### config.mk
export PLATFORM = sky130hd
export DESIGN_NAME = indexed_list_insert_remove
export DESIGN_NICKNAME = d
export VERILOG_FILES = /design/src/ilir_pkg.sv /design/src/ilir_dp.sv /design/src/ilir_ctrl.sv /design/src/indexed_list_insert_remove.sv
export SDC_FILE = /design/constraint.sdc
export NUM_CORES = 2
export LEC_CHECK = 0
export ABC_AREA = 1
export BUFFER_PORTS_ARGS = -buffer_cell sky130_fd_sc_hd__buf_4
export CORE_ASPECT_RATIO = 1.75
export CORE_MARGIN = 3
export CORE_UTILIZATION = 30
export CTS_BUF_LIST = sky130_fd_sc_hd__clkbuf_16
export CTS_CLUSTER_DIAMETER = 60
export DETAILED_ROUTE_END_ITERATION = 10
export SYNTH_ARGS = -nofsm -noshare
export SYNTH_HDL_FRONTEND = slang
export SYNTH_HIERARCHICAL = 1
export SYNTH_SLANG_ARGS = --single-unit
### constraint.sdc
create_clock -name clk_i -period 8.8 [get_ports clk_i]
set_clock_uncertainty 0.15 [all_clocks]
set_input_delay 1.76 -clock clk_i [delete_from_list [all_inputs] [get_ports clk_i]]
set_output_delay 1.76 -clock clk_i [all_outputs]
set_load 0.005 [all_outputs]
### src/ilir_pkg.sv
// ----------------------------------------------------------------------------
// ilir_pkg
// Shared types and constants for the indexed list store: request and result
// payloads, opcodes, status codes and the controller/datapath interface.
// ----------------------------------------------------------------------------
package ilir_pkg;

  // Defaults for the top-level parameters
  localparam int CAPACITY_DEF   = 64;
  localparam int VALUE_BITS_DEF = 32;

  // Fixed field widths of the request and result
  localparam int OPCODE_W = 3;
  localparam int POS_W    = 8;
  localparam int DATA_W   = 32;
  localparam int STATUS_W = 2;
  localparam int COUNT_W  = 7;

  // Position code that means "append at the end" on insert (-1)
  localparam logic [POS_W-1:0] POS_APPEND = '1;

  typedef enum logic [OPCODE_W-1:0] {
    OP_READ       = 3'd0,
    OP_INSERT     = 3'd1,
    OP_WRITE      = 3'd2,
    OP_REMOVE     = 3'd3,
    OP_REMOVE_VAL = 3'd4
  } opcode_e;

  typedef enum logic [STATUS_W-1:0] {
    ST_OK      = 2'd0,
    ST_RANGE   = 2'd1,
    ST_FULL    = 2'd2,
    ST_MISSING = 2'd3
  } status_e;

  typedef struct packed {
    logic [OPCODE_W-1:0]      opcode;
    logic signed [POS_W-1:0]  position;
    logic [DATA_W-1:0]        entry_value;
  } req_t;

  typedef struct packed {
    logic [STATUS_W-1:0] status;
    logic [DATA_W-1:0]   read_value;
    logic [COUNT_W-1:0]  entry_count;
  } rsp_t;

  // Pointer load sources
  typedef enum logic [1:0] {
    PTR_TGT,
    PTR_TGT_INC,
    PTR_LAST,
    PTR_ZERO
  } ptr_sel_e;

  // Sweep end sources
  typedef enum logic {
    END_TGT,
    END_LAST
  } end_sel_e;

  // Target index sources: request position, insert slot, last read address
  typedef enum logic [1:0] {
    TGT_POS,
    TGT_INS,
    TGT_LAG
  } tgt_sel_e;

  // Write address sources
  typedef enum logic [1:0] {
    WA_TGT,
    WA_UP,
    WA_DOWN
  } wa_sel_e;

  typedef struct packed {
    logic     req_load;
    tgt_sel_e tgt_sel;
    logic     ptr_load;
    ptr_sel_e ptr_sel;
    logic     ptr_step;
    logic     ptr_up;
    logic     end_load;
    end_sel_e end_sel;
    logic     wr_en;
    wa_sel_e  wa_sel;
    logic     wd_rd;
    logic     cnt_inc;
    logic     cnt_dec;
    logic     fin;
    status_e  fin_status;
    logic     fin_rd;
  } dp_cmd_t;

  typedef struct packed {
    opcode_e op;
    logic    in_range;
    logic    ins_bad;
    logic    full;
    logic    ins_tail;
    logic    tgt_last;
    logic    empty;
    logic    ptr_end;
    logic    match;
  } dp_stat_t;

endpackage

### src/ilir_dp.sv
// ----------------------------------------------------------------------------
// ilir_dp
// Datapath: entry memory, count, sweep pointer, request and result registers.
// ----------------------------------------------------------------------------
module ilir_dp #(
  parameter int CAPACITY   = ilir_pkg::CAPACITY_DEF,
  parameter int VALUE_BITS = ilir_pkg::VALUE_BITS_DEF
) (
  input  logic              clk_i,
  input  logic              rst_ni,
  input  ilir_pkg::req_t    req_i,
  input  ilir_pkg::dp_cmd_t cmd_i,
  output ilir_pkg::dp_stat_t stat_o,
  output ilir_pkg::rsp_t    rsp_o
);

  localparam int IW = $clog2(CAPACITY);
  localparam int CW = $clog2(CAPACITY + 1);
  localparam int PW = ilir_pkg::POS_W;
  localparam int MW = (CW > PW) ? CW : PW;
  localparam int DW = ilir_pkg::DATA_W;
  localparam int NW = ilir_pkg::COUNT_W;
  localparam int LW = (VALUE_BITS < DW) ? VALUE_BITS : DW;
  localparam logic [CW-1:0] CAP_CNT = CW'(CAPACITY);

  logic [VALUE_BITS-1:0] mem [CAPACITY];

  ilir_pkg::opcode_e     op_q;
  logic [PW-1:0]         pos_q;
  logic [VALUE_BITS-1:0] val_q;
  logic [CW-1:0]         cnt_q, cnt_d;
  logic [IW-1:0]         ptr_q, ptr_d;
  logic [IW-1:0]         end_q, end_d;
  logic [IW-1:0]         lag_q;
  logic [VALUE_BITS-1:0] rd_q;
  ilir_pkg::rsp_t        rsp_q;

  logic [MW-1:0]         pos_w, cnt_w;
  logic [IW-1:0]         pos_idx, cnt_idx, last_idx, tgt, wa;
  logic [CW-1:0]         cnt_m1;
  logic                  append;
  logic [VALUE_BITS-1:0] wd;

  always_comb begin
    pos_w    = MW'(pos_q);
    cnt_w    = MW'(cnt_q);
    pos_idx  = pos_w[IW-1:0];
    cnt_idx  = cnt_q[IW-1:0];
    cnt_m1   = cnt_q - CW'(1);
    last_idx = cnt_m1[IW-1:0];
    append   = (pos_q == ilir_pkg::POS_APPEND);

    case (cmd_i.tgt_sel)
      ilir_pkg::TGT_POS: tgt = pos_idx;
      ilir_pkg::TGT_INS: tgt = append ? cnt_idx : pos_idx;
      ilir_pkg::TGT_LAG: tgt = lag_q;
      default:           tgt = pos_idx;
    endcase

    case (cmd_i.wa_sel)
      ilir_pkg::WA_TGT:  wa = tgt;
      ilir_pkg::WA_UP:   wa = lag_q + IW'(1);
      ilir_pkg::WA_DOWN: wa = lag_q - IW'(1);
      default:           wa = tgt;
    endcase
    wd = cmd_i.wd_rd ? rd_q : val_q;

    ptr_d = ptr_q;
    if (cmd_i.ptr_load) begin
      case (cmd_i.ptr_sel)
        ilir_pkg::PTR_TGT:     ptr_d = tgt;
        ilir_pkg::PTR_TGT_INC: ptr_d = tgt + IW'(1);
        ilir_pkg::PTR_LAST:    ptr_d = last_idx;
        ilir_pkg::PTR_ZERO:    ptr_d = '0;
        default:               ptr_d = '0;
      endcase
    end else if (cmd_i.ptr_step) begin
      ptr_d = cmd_i.ptr_up ? ptr_q + IW'(1) : ptr_q - IW'(1);
    end

    end_d = end_q;
    if (cmd_i.end_load) begin
      end_d = (cmd_i.end_sel == ilir_pkg::END_LAST) ? last_idx : tgt;
    end

    cnt_d = cnt_q;
    if (cmd_i.cnt_inc) begin
      cnt_d = cnt_q + CW'(1);
    end else if (cmd_i.cnt_dec) begin
      cnt_d = cnt_m1;
    end

    stat_o.op       = op_q;
    stat_o.in_range = !pos_q[PW-1] && (pos_w < cnt_w);
    stat_o.ins_bad  = pos_q[PW-1] ? !append : (pos_w > cnt_w);
    stat_o.full     = (cnt_q == CAP_CNT);
    stat_o.ins_tail = append || (pos_w == cnt_w);
    stat_o.tgt_last = (CW'(tgt) == cnt_m1);
    stat_o.empty    = (cnt_q == '0);
    stat_o.ptr_end  = (ptr_q == end_q);
    stat_o.match    = (rd_q == val_q);
  end

  // Control registers
  always_ff @(posedge clk_i or negedge rst_ni) begin
    if (!rst_ni) begin
      cnt_q <= '0;
      ptr_q <= '0;
      end_q <= '0;
    end else begin
      cnt_q <= cnt_d;
      ptr_q <= ptr_d;
      end_q <= end_d;
    end
  end

  // Request, read pipeline and result registers
  always_ff @(posedge clk_i) begin
    if (cmd_i.req_load) begin
      op_q  <= ilir_pkg::opcode_e'(req_i.opcode);
      pos_q <= req_i.position;
      val_q <= VALUE_BITS'(req_i.entry_value[LW-1:0]);
    end
    lag_q <= ptr_q;
    if (cmd_i.fin) begin
      rsp_q.status      <= cmd_i.fin_status;
      rsp_q.read_value  <= cmd_i.fin_rd ? DW'(rd_q) : '0;
      rsp_q.entry_count <= NW'(cnt_q);
    end
  end

  // Entry store: one write port, one registered read port
  always_ff @(posedge clk_i) begin
    if (cmd_i.wr_en) begin
      mem[wa] <= wd;
    end
    rd_q <= mem[ptr_q];
  end

  assign rsp_o = rsp_q;

endmodule

### src/ilir_ctrl.sv
// ----------------------------------------------------------------------------
// ilir_ctrl
// Controller: sequences range checks, shift sweeps and value search.
// ----------------------------------------------------------------------------
module ilir_ctrl (
  input  logic               clk_i,
  input  logic               rst_ni,
  input  logic               start,
  output logic               busy,
  output logic               done_o,
  input  ilir_pkg::dp_stat_t stat_i,
  output ilir_pkg::dp_cmd_t  cmd_o
);

  typedef enum logic [3:0] {
    S_IDLE,
    S_EVAL,
    S_RD_WAIT,
    S_SH_FIRST,
    S_SH_RUN,
    S_SH_LAST,
    S_PUT,
    S_SR_FIRST,
    S_SR_RUN,
    S_SR_LAST,
    S_FIN
  } state_e;

  state_e            state_q, state_d;
  ilir_pkg::status_e sts_q, sts_d;
  logic              rdf_q, rdf_d;
  logic              done_q, done_d;

  always_comb begin
    state_d = state_q;
    sts_d   = sts_q;
    rdf_d   = rdf_q;
    done_d  = 1'b0;

    cmd_o            = '0;
    cmd_o.tgt_sel    = ilir_pkg::TGT_POS;
    cmd_o.ptr_sel    = ilir_pkg::PTR_ZERO;
    cmd_o.end_sel    = ilir_pkg::END_LAST;
    cmd_o.fin_status = sts_q;
    // inserts sweep downward and write one above; removes the reverse
    cmd_o.ptr_up     = (stat_i.op != ilir_pkg::OP_INSERT);
    cmd_o.wa_sel     = cmd_o.ptr_up ? ilir_pkg::WA_DOWN : ilir_pkg::WA_UP;
    cmd_o.wd_rd      = 1'b1;

    case (state_q)
      S_IDLE: begin
        if (start) begin
          cmd_o.req_load = 1'b1;
          sts_d          = ilir_pkg::ST_OK;
          rdf_d          = 1'b0;
          state_d        = S_EVAL;
        end
      end

      S_EVAL: begin
        state_d = S_FIN;
        case (stat_i.op)
          ilir_pkg::OP_READ: begin
            if (stat_i.in_range) begin
              cmd_o.ptr_load = 1'b1;
              cmd_o.ptr_sel  = ilir_pkg::PTR_TGT;
              rdf_d          = 1'b1;
              state_d        = S_RD_WAIT;
            end else begin
              sts_d = ilir_pkg::ST_RANGE;
            end
          end
          ilir_pkg::OP_INSERT: begin
            cmd_o.tgt_sel = ilir_pkg::TGT_INS;
            if (stat_i.ins_bad) begin
              sts_d = ilir_pkg::ST_RANGE;
            end else if (stat_i.full) begin
              sts_d = ilir_pkg::ST_FULL;
            end else if (stat_i.ins_tail) begin
              cmd_o.wr_en   = 1'b1;
              cmd_o.wa_sel  = ilir_pkg::WA_TGT;
              cmd_o.wd_rd   = 1'b0;
              cmd_o.cnt_inc = 1'b1;
            end else begin
              cmd_o.ptr_load = 1'b1;
              cmd_o.ptr_sel  = ilir_pkg::PTR_LAST;
              cmd_o.end_load = 1'b1;
              cmd_o.end_sel  = ilir_pkg::END_TGT;
              state_d        = S_SH_FIRST;
            end
          end
          ilir_pkg::OP_WRITE: begin
            if (stat_i.in_range) begin
              cmd_o.wr_en  = 1'b1;
              cmd_o.wa_sel = ilir_pkg::WA_TGT;
              cmd_o.wd_rd  = 1'b0;
            end else begin
              sts_d = ilir_pkg::ST_RANGE;
            end
          end
          ilir_pkg::OP_REMOVE: begin
            if (!stat_i.in_range) begin
              sts_d = ilir_pkg::ST_RANGE;
            end else if (stat_i.tgt_last) begin
              cmd_o.cnt_dec = 1'b1;
            end else begin
              cmd_o.ptr_load = 1'b1;
              cmd_o.ptr_sel  = ilir_pkg::PTR_TGT_INC;
              cmd_o.end_load = 1'b1;
              state_d        = S_SH_FIRST;
            end
          end
          ilir_pkg::OP_REMOVE_VAL: begin
            if (stat_i.empty) begin
              sts_d = ilir_pkg::ST_MISSING;
            end else begin
              cmd_o.ptr_load = 1'b1;
              cmd_o.end_load = 1'b1;
              state_d        = S_SR_FIRST;
            end
          end
          default: ;
        endcase
      end

      S_RD_WAIT: begin
        state_d = S_FIN;
      end

      // shift sweep: read at ptr, write previous read one slot over
      S_SH_FIRST: begin
        if (stat_i.ptr_end) begin
          state_d = S_SH_LAST;
        end else begin
          cmd_o.ptr_step = 1'b1;
          state_d        = S_SH_RUN;
        end
      end

      S_SH_RUN: begin
        cmd_o.wr_en = 1'b1;
        if (stat_i.ptr_end) begin
          state_d = S_SH_LAST;
        end else begin
          cmd_o.ptr_step = 1'b1;
        end
      end

      S_SH_LAST: begin
        cmd_o.wr_en = 1'b1;
        if (stat_i.op == ilir_pkg::OP_INSERT) begin
          state_d = S_PUT;
        end else begin
          cmd_o.cnt_dec = 1'b1;
          state_d       = S_FIN;
        end
      end

      S_PUT: begin
        cmd_o.tgt_sel = ilir_pkg::TGT_INS;
        cmd_o.wr_en   = 1'b1;
        cmd_o.wa_sel  = ilir_pkg::WA_TGT;
        cmd_o.wd_rd   = 1'b0;
        cmd_o.cnt_inc = 1'b1;
        state_d       = S_FIN;
      end

      S_SR_FIRST: begin
        if (stat_i.ptr_end) begin
          state_d = S_SR_LAST;
        end else begin
          cmd_o.ptr_step = 1'b1;
          state_d        = S_SR_RUN;
        end
      end

      S_SR_RUN, S_SR_LAST: begin
        cmd_o.tgt_sel = ilir_pkg::TGT_LAG;
        if (stat_i.match) begin
          // first hit: remove at the compared index
          if (stat_i.tgt_last) begin
            cmd_o.cnt_dec = 1'b1;
            state_d       = S_FIN;
          end else begin
            cmd_o.ptr_load = 1'b1;
            cmd_o.ptr_sel  = ilir_pkg::PTR_TGT_INC;
            cmd_o.end_load = 1'b1;
            state_d        = S_SH_FIRST;
          end
        end else if (state_q == S_SR_LAST) begin
          sts_d   = ilir_pkg::ST_MISSING;
          state_d = S_FIN;
        end else if (stat_i.ptr_end) begin
          state_d = S_SR_LAST;
        end else begin
          cmd_o.ptr_step = 1'b1;
        end
      end

      S_FIN: begin
        cmd_o.fin    = 1'b1;
        cmd_o.fin_rd = rdf_q;
        done_d       = 1'b1;
        state_d      = S_IDLE;
      end

      default: state_d = S_IDLE;
    endcase
  end

  always_ff @(posedge clk_i or negedge rst_ni) begin
    if (!rst_ni) begin
      state_q <= S_IDLE;
      sts_q   <= ilir_pkg::ST_OK;
      rdf_q   <= 1'b0;
      done_q  <= 1'b0;
    end else begin
      state_q <= state_d;
      sts_q   <= sts_d;
      rdf_q   <= rdf_d;
      done_q  <= done_d;
    end
  end

  assign busy   = (state_q != S_IDLE);
  assign done_o = done_q;

endmodule

### src/indexed_list_insert_remove.sv
// ----------------------------------------------------------------------------
// indexed_list_insert_remove
// Ordered list of up to CAPACITY entries with read, insert, overwrite,
// remove at index and remove by value.
// ----------------------------------------------------------------------------
// Usage:
//   Request channel: a request on req_i is taken at a rising edge where start
//   is high and busy is low. busy stays high while the request is worked on.
//   Result channel: done_o is high for exactly one cycle with rsp_o holding
//   status, read value and entry count; the receiver must take it then.
// Sequencing: read, overwrite, append and range or full rejects need no sweep;
//   insert at index shifts the entries above it up, then writes the new entry;
//   remove at index shifts the entries above it down; remove by value
//   searches, then shifts. The shift and search sweeps move one entry per cycle
//   through the single write port and registered read port of the entry memory.
// A new request can be taken in the same cycle that done_o is high.
// Reset: count goes to zero. The entry memory is not cleared: entries at or
//   above the count are never read, so no clearing pass is needed and the
//   block takes requests right after reset.
// ----------------------------------------------------------------------------
module indexed_list_insert_remove #(
  parameter int CAPACITY   = ilir_pkg::CAPACITY_DEF,
  parameter int VALUE_BITS = ilir_pkg::VALUE_BITS_DEF
) (
  input  logic           clk_i,
  input  logic           rst_ni,
  input  logic           start,
  output logic           busy,
  input  ilir_pkg::req_t req_i,
  output logic           done_o,
  output ilir_pkg::rsp_t rsp_o
);

  ilir_pkg::dp_cmd_t  cmd;
  ilir_pkg::dp_stat_t stat;

  // Sequencer: checks, sweep control, status choice
  ilir_ctrl u_ctrl (
    .clk_i  (clk_i),
    .rst_ni (rst_ni),
    .start  (start),
    .busy   (busy),
    .done_o (done_o),
    .stat_i (stat),
    .cmd_o  (cmd)
  );

  // Entry memory, count, sweep pointer and result register
  ilir_dp #(
    .CAPACITY   (CAPACITY),
    .VALUE_BITS (VALUE_BITS)
  ) u_dp (
    .clk_i  (clk_i),
    .rst_ni (rst_ni),
    .req_i  (req_i),
    .cmd_i  (cmd),
    .stat_o (stat),
    .rsp_o  (rsp_o)
  );

endmodule

==> results.md <==
- Worst path required time: 9.08 ns
- Crit-path slowest cell: nor2_4
- CTS hold repair buffers: 0
- Number of synthesized flops with an enable pin: 2132
- Setup-failing EPs final: 0
- Post-cts gate resize count: 0
- Max Slew Vio Count: 0
- Number of max-cap violations: 0
- Clock sink count: 2197
- Design area: 98700 µm²
- Pwr Total: 37.8 mW
- Top-level I/O count: 89
- CTS root buf: clkbuf_16
- GRT Residual Overflow: 0
- Worst Setup EP: u_dp/mem[0][0]$_DFFE_PP_
- Fin. Hold Viols: 0
- Worst Path Class, Setup: flop to flop
- Layout cells sized above 1: 0.0852
- Initial core utilization: 0.302
- Fill cells: 28300
- Most common cell after layout, fill and taps aside: edfxtp_1
- Reg area: 65500 µm²
- Relative max-transition margin: 0.0954
- Synth unique cells: 49
- Cell area power density: 384 nW/µm²
- Final net count: 6907
- DIE WIDTH: 415 µm
- FMAX: 0.139 GHz
- Most frequent cells in the layout: edfxtp_1 (2132), nor2_1 (1128), o21ai_0 (1087), nand2_1 (673), o22ai_1 (533)
- Synth Cell Area: 87800 µm²
- Vias in the first global route: 55700
- Worst setup SP type: flop
- Critical Path Fanout Max: 32
- Detailed Route WL: 290 mm
- Wirelength per Cell: 26.9 µm
- Crit-path cells: inv_1 > ha_1 > a21oi_1 > o21ai_0 > a2111oi_1 > nor2_1 > nor2_1 > nand2_1 > inv_1 > o21ai_2 > inv_2 > nor2_1 > inv_1 > ha_1 > ha_1 > a21o_1 > a31oi_1 > xor2_1 > o21ai_2 > inv_1 > nand2_1 > nor2_4
- Die Y-Extent: 722 µm
- WP data arrival: 7.46 ns
- DP Wirelength: 175 mm
- CP dominant cell by count: inv_1
- Cells after synthesis: 6929
- Crit. Startpoint: u_dp/cnt_q[1]$_DFFE_PN0P_
- Die Area: 299000 µm²
- H-tree Lvls: 4
- Period Utilization, post-route: 0.816
- PortBufs: 88
- Tot GR Track Use: 0.187
- Ys Warns: 6
- Tmin final: 7.18 ns
- Final TNS setup: 0 ns
- Worst setup EP type: flop
- Clock buffer depth: 4
- Smallest hold slack: 0.314 ns
- Total number of vias: 57700
- Worst-path clk slew: 0.07 ns
- # rows: 262
- First-pass GRT wire length: 408 mm
- VDD IR max: 0.000320 V
- Skew-Pair Late Insertion Delay: 0.83 ns
- RSZ-0062 raised after global routing: false
- Post-synthesis sequential area ratio: 0.746
- Setup Fix Bufs, Post-CTS: 0
- Hold WC Path Type: flop to flop
- Status: finished clean
- Leakage: 31.8 nW
- Worst r2r src: u_dp/cnt_q[1]$_DFFE_PN0P_
- Pin count of the biggest net entering global routing: 179
- Synth Flop Type: edfxtp_1
- Worst-Margin Slew: 1.35 ns
- Post-Syn Nets: 6999
- Area grow syn2layout: 12.4%
- Mean Syn Cell Area: 12.7 µm²
- GP Congestion: 0.896
- TritonCTS Buffers: 184
- Placed Area: 92800 µm²
- Area taken by multi-input logic gates: 20500 µm²
- Final antenna-violating net count: 0
- Vias per Instance: 5.34
- DR DRC count: 0
- Core box area: 291000 µm²
- Synth async-reset ratio: 0.0123
- Depth of the most critical reg-to-reg path: 22
- First drt pass iteration count: 8
- DR iter-0 viols: 6582
- CP peak stage delay: 1.18 ns
- Reg-to-Reg End: u_dp/mem[0][0]$_DFFE_PP_
- Initial antenna violation count: 17
- CTS tree: yes
- Fin util: 0.339
- FF+latch count, synth: 2197
- Worst R2R Setup Slack: 1.62 ns
[cell families (layout without fill, tap and decap cells)]
| kind of cell | count (synthesis) | in the layout | synth area share |
|---|---|---|---|
| compound gates | 1811 | 1811 | 0.113 |
| xor+xnor | 37 | 37 | 0.00369 |
| fa+ha+maj | 24 | 24 | 0.00359 |
| buf+inv | 589 | 634 | 0.0292 |
| flops | 2197 | 2197 | 0.746 |
| mux | 19 | 19 | 0.00244 |
| other cells | 0 | 7 | 0 |
| simple gates | 2252 | 2252 | 0.103 |
[flip-flops by register name, summed over array words and instances (netlist names)]
name	count
u_ctrl/sts_q	2
u_dp/rsp_o	41
u_ctrl/state_q	4
u_ctrl/rdf_q	1
u_dp/ptr_q	6
u_dp/lag_q	6
u_dp/op_q	3
u_dp/pos_q	8
u_dp/val_q	32
u_dp/end_q	6
u_dp/cnt_q	7
u_dp/rd_q	32
u_dp/mem	2048
u_ctrl/done_o	1
[report_power, final]
group          total (mW)  leakage [nW]  internal [mW]  switching (mW)
combinational        15.2          8.92           2.99            12.2
clock                8.26          2.99           4.50            3.76
sequential           14.4          19.9           14.0           0.446
total                37.8          31.8           21.5            16.4
[metal layers]
layer | vias to the layer above | track usage | routed length (µm)
met1 | 28900 | 0.199 | 95400
li1 | 25200 | - | -
met5 | - | 0 | 13
met2 | 2784 | 0.324 | 144000
met4 | 2 | 0.176 | 32900
met3 | 792 | 0.0211 | 18400
[how the worst min path moves through the flow]
stage	start	to	slack (ns)	cells past startpoint
floorplan	u_dp/ptr_q[5]$_DFFE_PN0P_	u_dp/lag_q[5]$_DFF_P_	0.20	0
global placement	u_dp/ptr_q[5]$_DFFE_PN0P_	u_dp/lag_q[5]$_DFF_P_	0.31	0
detailed placement	u_dp/ptr_q[5]$_DFFE_PN0P_	u_dp/lag_q[5]$_DFF_P_	0.30	0
CTS	u_dp/ptr_q[5]$_DFFE_PN0P_	u_dp/lag_q[5]$_DFF_P_	0.30	0
global route	u_dp/ptr_q[5]$_DFFE_PN0P_	u_dp/lag_q[5]$_DFF_P_	0.31	0
finish	u_ctrl/sts_q[1]$_DFFE_PN0P_	u_dp/rsp_o[40]$_DFFE_PP_	0.31	0
[metrics by stage]
step | cells | worst slack [ns]
floorplan | 6929 | 2.43
global placement | 10500 | 1.61
detailed placement | 10500 | 1.78
CTS | 10800 | 1.66
global route | 10800 | 1.01
finish | 10800 | 1.62
[worst max-delay path: cells and delay by family (launching register included)]
family,cells,cell delay [ns]
adder cells (fa/ha/maj),3,1.00
buffers and inverters,5,0.58
AO/OA/AOI/OAI,7,1.91
flip-flops,1,0.42
XOR/XNOR,1,0.20
AND/OR/NAND/NOR,6,2.47
[synth_stat cells (12+ instances only)]
cell type | count | area share
or2_1 | 19 | 0.0014
buf_4 | 33 | 0.0028
o22ai_1 | 533 | 0.038
buf_1 | 34 | 0.0015
buf_2 | 124 | 0.0071
dfrtp_1 | 27 | 0.0077
nand2_1 | 678 | 0.029
o21ai_1 | 48 | 0.0027
nor2_1 | 1193 | 0.051
inv_1 | 117 | 0.0050
nand3_1 | 310 | 0.018
xor2_1 | 31 | 0.0031
o21ai_0 | 1100 | 0.063
o211ai_1 | 16 | 0.0014
nor3_1 | 12 | 0.00068
mux2_2 | 19 | 0.0024
dfxtp_1 | 38 | 0.0087
clkbuf_1 | 259 | 0.011
edfxtp_1 | 2132 | 0.73
a21oi_1 | 75 | 0.0043
ha_1 | 22 | 0.0031
[area by class of cell]
class                   instances  share of cell area
clock buffers                 188              0.0477
diodes                          7            0.000178
inverters                     129             0.00527
flip-flops and latches       2197               0.664
clock inverters               135              0.0121
well taps                    3828              0.0485
multi-input cells            4143               0.207
repair buffers                182              0.0154
(Power assumes the default switching activity.)
